[config.mk]
export PLATFORM = sky130hd
export DESIGN_NAME = ipv4_dotted_quad_parser
export DESIGN_NICKNAME = d
export VERILOG_FILES = /design/src/hw/rtl/ipv4dq_pkg.sv /design/src/hw/rtl/ipv4_dotted_quad_parser.sv /design/src/hw/rtl/ipv4dq_in_reg.sv /design/src/hw/rtl/ipv4dq_parse.sv /design/src/hw/rtl/ipv4dq_out_reg.sv
export SDC_FILE = /design/constraint.sdc
export NUM_CORES = 1
export LEC_CHECK = 0
export BUFFER_PORTS_ARGS = -buffer_cell sky130_fd_sc_hd__buf_4
export CAP_MARGIN = 20
export CORE_MARGIN = 5
export CORE_UTILIZATION = 40
export DETAILED_ROUTE_END_ITERATION = 10
export GPL_TIMING_DRIVEN = 0
export PLACE_DENSITY = 0.58
export REMOVE_ABC_BUFFERS = 1
export SYNTH_ARGS = -nofsm -noshare
export SYNTH_HDL_FRONTEND = slang
export SYNTH_HIERARCHICAL = 1
export SYNTH_SLANG_ARGS = --single-unit
[constraint.sdc]
create_clock -name clk -period 3.9 [get_ports clk]
set_input_delay 0.975 -clock clk [delete_from_list [all_inputs] [get_ports clk]]
set_output_delay 0.975 -clock clk [all_outputs]
set_load 0.005 [all_outputs]
[src/hw/rtl/ipv4dq_pkg.sv]
// types and character constants shared by the dotted quad parser modules
package ipv4dq_pkg;

	typedef struct packed {
		logic [7:0] char_in;
		logic       first;
	} char_item_t;

	typedef struct packed {
		logic        valid_res;
		logic [31:0] address;
	} res_item_t;

	// one step of the parse as seen by the output stage
	typedef struct packed {
		logic      emit;
		res_item_t res;
	} parse_step_t;

	localparam logic [7:0] CHAR_NUL   = 8'h00;
	localparam logic [7:0] CHAR_TAB   = 8'h09;
	localparam logic [7:0] CHAR_CR    = 8'h0D;
	localparam logic [7:0] CHAR_SPACE = 8'h20;
	localparam logic [7:0] CHAR_DOT   = 8'h2E;
	localparam logic [7:0] CHAR_ZERO  = 8'h30;
	localparam logic [7:0] CHAR_NINE  = 8'h39;

	localparam logic [11:0] PART_MAX  = 12'd255;
	localparam logic [1:0]  DOTS_FULL = 2'd3;

endpackage

[src/hw/rtl/ipv4_dotted_quad_parser.sv]
// Dotted quad address parser: takes one ASCII character per transfer, with first marking
// the start of a string, and gives one result per string holding a valid flag and the
// 32-bit address (first part in the top byte, zero when rejected). A character is taken
// every cycle unless the input stalls; it is held in the input register, where the
// per-character update (multiply by ten, add, compare against 255) runs; the result for
// the terminating character is loaded from there into the result register once that is
// free, which sets res_valid. Characters after the terminator make no result until the
// next first flag. The input stalls only while a result waits in the result register and
// the held character would produce another.
module ipv4_dotted_quad_parser (
	input  logic                   clk,
	input  logic                   arst_n,
	input  logic                   char_valid,
	output logic                   char_stall,
	input  ipv4dq_pkg::char_item_t char_data,
	output logic                   res_valid,
	input  logic                   res_stall,
	output ipv4dq_pkg::res_item_t  res_data
);

	logic                    valid_s1;
	ipv4dq_pkg::char_item_t  item_s1;
	logic                    take;
	logic                    out_free;
	ipv4dq_pkg::parse_step_t step;

	ipv4dq_in_reg u_in_reg (
		.clk        (clk),
		.arst_n     (arst_n),
		.char_valid (char_valid),
		.char_stall (char_stall),
		.char_data  (char_data),
		.take       (take),
		.valid_s1   (valid_s1),
		.item_s1    (item_s1)
	);

	ipv4dq_parse u_parse (
		.clk      (clk),
		.arst_n   (arst_n),
		.valid_s1 (valid_s1),
		.item_s1  (item_s1),
		.out_free (out_free),
		.take     (take),
		.step     (step)
	);

	ipv4dq_out_reg u_out_reg (
		.clk       (clk),
		.arst_n    (arst_n),
		.take      (take),
		.step      (step),
		.out_free  (out_free),
		.res_valid (res_valid),
		.res_stall (res_stall),
		.res_data  (res_data)
	);

endmodule

[src/hw/rtl/ipv4dq_in_reg.sv]
// input register stage for incoming characters
module ipv4dq_in_reg (
	input  logic                    clk,
	input  logic                    arst_n,
	input  logic                    char_valid,
	output logic                    char_stall,
	input  ipv4dq_pkg::char_item_t  char_data,
	input  logic                    take,
	output logic                    valid_s1,
	output ipv4dq_pkg::char_item_t  item_s1
);

	logic load;

	assign char_stall = valid_s1 && !take;
	assign load       = char_valid && !char_stall;

	always_ff @(posedge clk or negedge arst_n) begin
		if (!arst_n) begin
			valid_s1 <= 1'b0;
		end else if (load) begin
			valid_s1 <= 1'b1;
		end else if (take) begin
			valid_s1 <= 1'b0;
		end
	end

	always_ff @(posedge clk) begin
		if (load) begin
			item_s1 <= char_data;
		end
	end

	a_hold_s1: assert property (@(posedge clk) disable iff (!arst_n)
		valid_s1 && !take |=> valid_s1 && $stable(item_s1))
		else $error("held character lost or changed");

endmodule

[src/hw/rtl/ipv4dq_parse.sv]
// parse state and per-character update logic
module ipv4dq_parse (
	input  logic                    clk,
	input  logic                    arst_n,
	input  logic                    valid_s1,
	input  ipv4dq_pkg::char_item_t  item_s1,
	input  logic                    out_free,
	output logic                    take,
	output ipv4dq_pkg::parse_step_t step
);

	logic [7:0]  part_value_q;
	logic        part_overflow_q;
	logic [1:0]  dot_count_q;
	logic [23:0] done_parts_q;
	logic        finished_q;

	logic [7:0]  pv;
	logic        ov;
	logic [1:0]  dc;
	logic [23:0] dp;
	logic        fin;
	logic [7:0]  c;
	logic [11:0] acc;
	logic        is_digit;
	logic        is_end_ok;

	logic [7:0]  part_value_d;
	logic        part_overflow_d;
	logic [1:0]  dot_count_d;
	logic [23:0] done_parts_d;
	logic        finished_d;

	assign c = item_s1.char_in;

	always_comb begin
		// a first flag clears the parse before this character is looked at
		pv  = item_s1.first ? 8'd0  : part_value_q;
		ov  = item_s1.first ? 1'b0  : part_overflow_q;
		dc  = item_s1.first ? 2'd0  : dot_count_q;
		dp  = item_s1.first ? 24'd0 : done_parts_q;
		fin = item_s1.first ? 1'b0  : finished_q;

		is_digit  = (c >= ipv4dq_pkg::CHAR_ZERO) && (c <= ipv4dq_pkg::CHAR_NINE);
		is_end_ok = c inside {ipv4dq_pkg::CHAR_NUL, ipv4dq_pkg::CHAR_SPACE,
			[ipv4dq_pkg::CHAR_TAB:ipv4dq_pkg::CHAR_CR]};
		// times ten as two shifted adds
		acc = {1'b0, pv, 3'b000} + {3'b000, pv, 1'b0}
			+ {4'd0, c - ipv4dq_pkg::CHAR_ZERO};

		part_value_d    = pv;
		part_overflow_d = ov;
		dot_count_d     = dc;
		done_parts_d    = dp;
		finished_d      = fin;
		step            = '0;

		if (!fin) begin
			if (is_digit) begin
				part_value_d    = acc[7:0];
				part_overflow_d = ov || (acc > ipv4dq_pkg::PART_MAX);
			end else if (c == ipv4dq_pkg::CHAR_DOT) begin
				if (dc == ipv4dq_pkg::DOTS_FULL || ov) begin
					step.emit  = 1'b1;
					finished_d = 1'b1;
				end else begin
					done_parts_d    = {dp[15:0], pv};
					dot_count_d     = dc + 2'd1;
					part_value_d    = 8'd0;
					part_overflow_d = 1'b0;
				end
			end else begin
				step.emit  = 1'b1;
				finished_d = 1'b1;
				if (dc == ipv4dq_pkg::DOTS_FULL && !ov && is_end_ok) begin
					step.res.valid_res = 1'b1;
					step.res.address   = {dp, pv};
				end
			end
		end
	end

	assign take = valid_s1 && (!step.emit || out_free);

	always_ff @(posedge clk or negedge arst_n) begin
		if (!arst_n) begin
			part_value_q    <= 8'd0;
			part_overflow_q <= 1'b0;
			dot_count_q     <= 2'd0;
			done_parts_q    <= 24'd0;
			finished_q      <= 1'b1;
		end else if (take) begin
			part_value_q    <= part_value_d;
			part_overflow_q <= part_overflow_d;
			dot_count_q     <= dot_count_d;
			done_parts_q    <= done_parts_d;
			finished_q      <= finished_d;
		end
	end

	a_emit_finishes: assert property (@(posedge clk) disable iff (!arst_n)
		take && step.emit |=> finished_q)
		else $error("parse not closed after result");

	a_no_emit_when_done: assert property (@(posedge clk) disable iff (!arst_n)
		finished_q && !item_s1.first |-> !step.emit)
		else $error("result produced after end of string");

endmodule

[src/hw/rtl/ipv4dq_out_reg.sv]
// result register toward the consumer
module ipv4dq_out_reg (
	input  logic                    clk,
	input  logic                    arst_n,
	input  logic                    take,
	input  ipv4dq_pkg::parse_step_t step,
	output logic                    out_free,
	output logic                    res_valid,
	input  logic                    res_stall,
	output ipv4dq_pkg::res_item_t   res_data
);

	logic load;

	assign out_free = !res_valid || !res_stall;
	assign load     = take && step.emit;

	always_ff @(posedge clk or negedge arst_n) begin
		if (!arst_n) begin
			res_valid <= 1'b0;
		end else if (load) begin
			res_valid <= 1'b1;
		end else if (!res_stall) begin
			res_valid <= 1'b0;
		end
	end

	always_ff @(posedge clk) begin
		if (load) begin
			res_data <= step.res;
		end
	end

	a_zero_on_fail: assert property (@(posedge clk) disable iff (!arst_n)
		res_valid && !res_data.valid_res |-> res_data.address == 32'd0)
		else $error("rejected address not zero");

	a_no_overwrite: assert property (@(posedge clk) disable iff (!arst_n)
		res_valid && res_stall |-> !load)
		else $error("pending result overwritten");

endmodule
==> results_dict.tcl <==
set metrics [dict create \
    hold_class "register to register" \
    tritoncts "done" \
    grt_remaining_overflow 0 \
    rsz0062_at_grt "false" \
    cts_post_setup_buffers_inserted 0 \
    adder_cell_share_of_the_synthesized_area_pct 7.982 \
    final_hold_violation_count 0 \
    die_y_um 108.2 \
    detail_route.drc_violations 0 \
    final_core_util_pct 48.10 \
    dp_hpwl_um 4834 \
    htree_levels 3 \
    timing.critical_path.fanout_max 18 \
    finalSetupViolations 0 \
    globalRouteTotalUtil_pct 12.67 \
    synthArstFlopShare_pct 47.50 \
    gp_congestion 0.8498 \
    cp_top_family "flip-flops" \
    drive_gt1_share_pct 27.38 \
    placed_cells 460 \
    tightest_slew_ns 1.073 \
    critical_path.endpoint_type "output pin" \
    area_delta_synth_final_pct 16.35 \
    core.rowCount 35 \
    cts_resized 0 \
    final.setup_skew_ns 0.01277 \
    tns_ns 0 \
    ctsLongestPathBuffers 2 \
    ys_dominant_reg_cell "sky130_fd_sc_hd__edfxtp_1" \
    final.fill_count 854 \
    yosys_warnings 6 \
    endpoint "char_stall" \
    vias_in_the_first_global_route 2332 \
    initial_antenna_violation_count 0 \
    leading_cell_type_in_the_layout_fill_and_taps_excluded "sky130_fd_sc_hd__buf_4" \
    fin_ws_ns 0.2639 \
    power.density_nw_per_um2 389.4 \
    synthesis.area_um2 3856 \
    drt_first_pass_iters 4 \
    worstReg2RegStart "u_in_reg/item_s1[0]$_DFFE_PP_" \
    core_box_area_um2 9328 \
    synth_edf_count 42 \
    final_net_count 376 \
    synthSimpleGateAreaFrac_pct 14.54 \
    synth_compound_gate_area_share_pct 14.21 \
    min_period_ns 3.636 \
    critical-path-slowest-cell "sky130_fd_sc_hd__edfxtp_1" \
    critical_path.startpoint "u_in_reg/item_s1[0]$_DFFE_PP_" \
    avgRoutedWirePerCell_um 14.32 \
    worst-endpoint-arrival_ns 2.66 \
    final-seq-area_um2 2213 \
    worst_setup_path_start_kind "register" \
    initial_utilization_pct 41.34 \
    crit_cells 8 \
    final-max-slew-violation-count 0 \
    yosysSeqAreaShare_pct 57.40 \
    portBuffers 47 \
    synth_cell_type_count 58 \
    most_frequent_cells_in_the_layout "sky130_fd_sc_hd__buf_4 (47), sky130_fd_sc_hd__edfxtp_1 (42), sky130_fd_sc_hd__dfrtp_1 (37)" \
    cp.buffers_inverters 2 \
    design.die.area_um2 11700 \
    clkSinkCount 80 \
    count_of_antenna_violating_nets_left_after_detailed_routing 0 \
    grt_max_degree 39 \
    rrSetupSlack_ns 0.80 \
    dp_slack_ns 0.6762 \
    clkTransAtPathRegs_ns 0.08 \
    initialDrtViolationCount 113 \
    synth_top_family_by_area "simple AND/OR/NAND/NOR gates" \
    clockRootBuffer "sky130_fd_sc_hd__clkbuf_8" \
    worst_r2r_path_depth 9 \
    multi_input_area_um2 1470 \
    outcome "finished, final reports clean" \
    post_syn_instances 293 \
    wl_um 6817 \
    num_antenna_cells 0 \
    instances_no_fill 476 \
    cap_viol_max_count 0 \
    dieWidth_um 108.2 \
    timing.critical_path.slowest_cell_delay_ns 0.81 \
    critical_path.cell_chain "nor2b_1, ha_1, nand4b_4, and2_2, a21boi_0, nand2b_4, inv_1, buf_4" \
    irDropWorstVdd_mv 0.1970 \
    ys_ff_latch 80 \
    fmaxAchievable_mhz 275.0 \
    grt_pass1_wl_um 11560 \
    max-slew-margin-rel_pct 28.48 \
    boundaryPins 48 \
    avgViaCountPerCell 4.819 \
    path_class "register to output pin" \
    timing.final.crit_share_pct 93.23 \
    cts-buffers-inserted 9 \
    power.leakage_nw 2.069 \
    clk_lat_worst_skew_ns 0.35 \
    synth.mux.area_fraction_pct 0 \
    synth_xor_area_share_pct 1.363 \
    crit_required_ns 2.92 \
    r2r-end "u_parse/part_overflow_q$_DFFE_PN0P_" \
    ctsHoldBuffers 0 \
    synth.avg_cell_area_um2 13.16 \
    via_count 2294 \
]
## cell families (layout without fill, tap and decap cells)
group / after synthesis / after routing
xor+xnor: 6 / 6
simple gates: 84 / 84
buf+inv: 34 / 88
fa+ha+maj: 21 / 21
compound gates: 68 / 68
flops: 80 / 80
## routing by layer
layer  routed length [um]  up-vias  global-route usage [%]
li1                     -     1156                       -
met1                 3402     1089                   16.89
met2                 3036       43                   19.94
met3                  295        6                   3.045
met4                   82        0                   5.140
met5                    0        -                       0
## cell type report
type | instances | share of cell area, %
Multi-Input combinational cell | 179 | 32.77
Clock buffer | 9 | 2.761
Timing Repair Buffer | 47 | 7.864
Inverter | 25 | 2.091
Sequential cell | 80 | 49.33
Tap cell | 129 | 3.597
Clock inverter | 7 | 1.590
## worst min path at each step
stage	cells past startpoint	slack, ns	from	end
3_3_place_gp	1	0.47	u_parse/part_value_q[3]$_DFFE_PN0P_	u_parse/part_value_q[3]$_DFFE_PN0P_
6_report	1	0.50	u_parse/part_value_q[3]$_DFFE_PN0P_	u_parse/part_value_q[3]$_DFFE_PN0P_
5_1_grt	1	0.52	u_parse/done_parts_q[18]$_DFFE_PN0P_	u_parse/done_parts_q[18]$_DFFE_PN0P_
3_5_place_dp	1	0.47	u_parse/part_value_q[3]$_DFFE_PN0P_	u_parse/part_value_q[3]$_DFFE_PN0P_
4_1_cts	1	0.50	u_parse/part_value_q[3]$_DFFE_PN0P_	u_parse/part_value_q[3]$_DFFE_PN0P_
2_1_floorplan	1	0.46	u_parse/part_value_q[3]$_DFFE_PN0P_	u_parse/part_value_q[3]$_DFFE_PN0P_
## per-stage QoR
step	total power [mW]	hold WS (ns)	area (um2)
2_1_floorplan	1.079	0.4572	3776
3_3_place_gp	1.169	0.4736	4290
3_5_place_dp	1.173	0.4748	4292
4_1_cts	1.774	0.4982	4487
5_1_grt	1.832	0.5184	4487
6_report	1.747	0.4950	4487
## Yosys cell counts (3+ instances only)
| cell | count | share of area [%] |
|---|---|---|
| sky130_fd_sc_hd__fa_1 | 6 | 3.1 |
| sky130_fd_sc_hd__a21oi_1 | 7 | 0.91 |
| sky130_fd_sc_hd__inv_1 | 25 | 2.4 |
| sky130_fd_sc_hd__o21ai_0 | 6 | 0.78 |
| sky130_fd_sc_hd__a31oi_1 | 3 | 0.49 |
| sky130_fd_sc_hd__ha_1 | 15 | 4.9 |
| sky130_fd_sc_hd__nor2_1 | 13 | 1.3 |
| sky130_fd_sc_hd__nand2_1 | 9 | 0.88 |
| sky130_fd_sc_hd__nand2b_1 | 9 | 1.5 |
| sky130_fd_sc_hd__xnor2_1 | 5 | 1.1 |
| sky130_fd_sc_hd__nor2b_1 | 5 | 0.81 |
| sky130_fd_sc_hd__and2_1 | 26 | 4.2 |
| sky130_fd_sc_hd__a22o_2 | 17 | 4.4 |
| sky130_fd_sc_hd__dfrtp_1 | 37 | 24 |
| sky130_fd_sc_hd__a22o_1 | 16 | 3.6 |
| sky130_fd_sc_hd__edfxtp_1 | 42 | 33 |
## sequential cells by signal, indices dropped and copies added (netlist names)
register	cells
u_parse/part_overflow_q	1
u_in_reg/item_s1	9
u_out_reg/res_data	33
u_in_reg/valid_s1	1
u_out_reg/res_valid	1
u_parse/dot_count_q	2
u_parse/finished_q	1
u_parse/part_value_q	8
u_parse/done_parts_q	24
## power breakdown
group | internal, mW | leakage (nW) | switching, mW
clock network | 0.296 | 0.0933 | 0.303
logic | 0.0857 | 1.05 | 0.103
registers | 0.934 | 0.931 | 0.0261
total | 1.32 | 2.07 | 0.432
(Power assumes the default switching activity.)
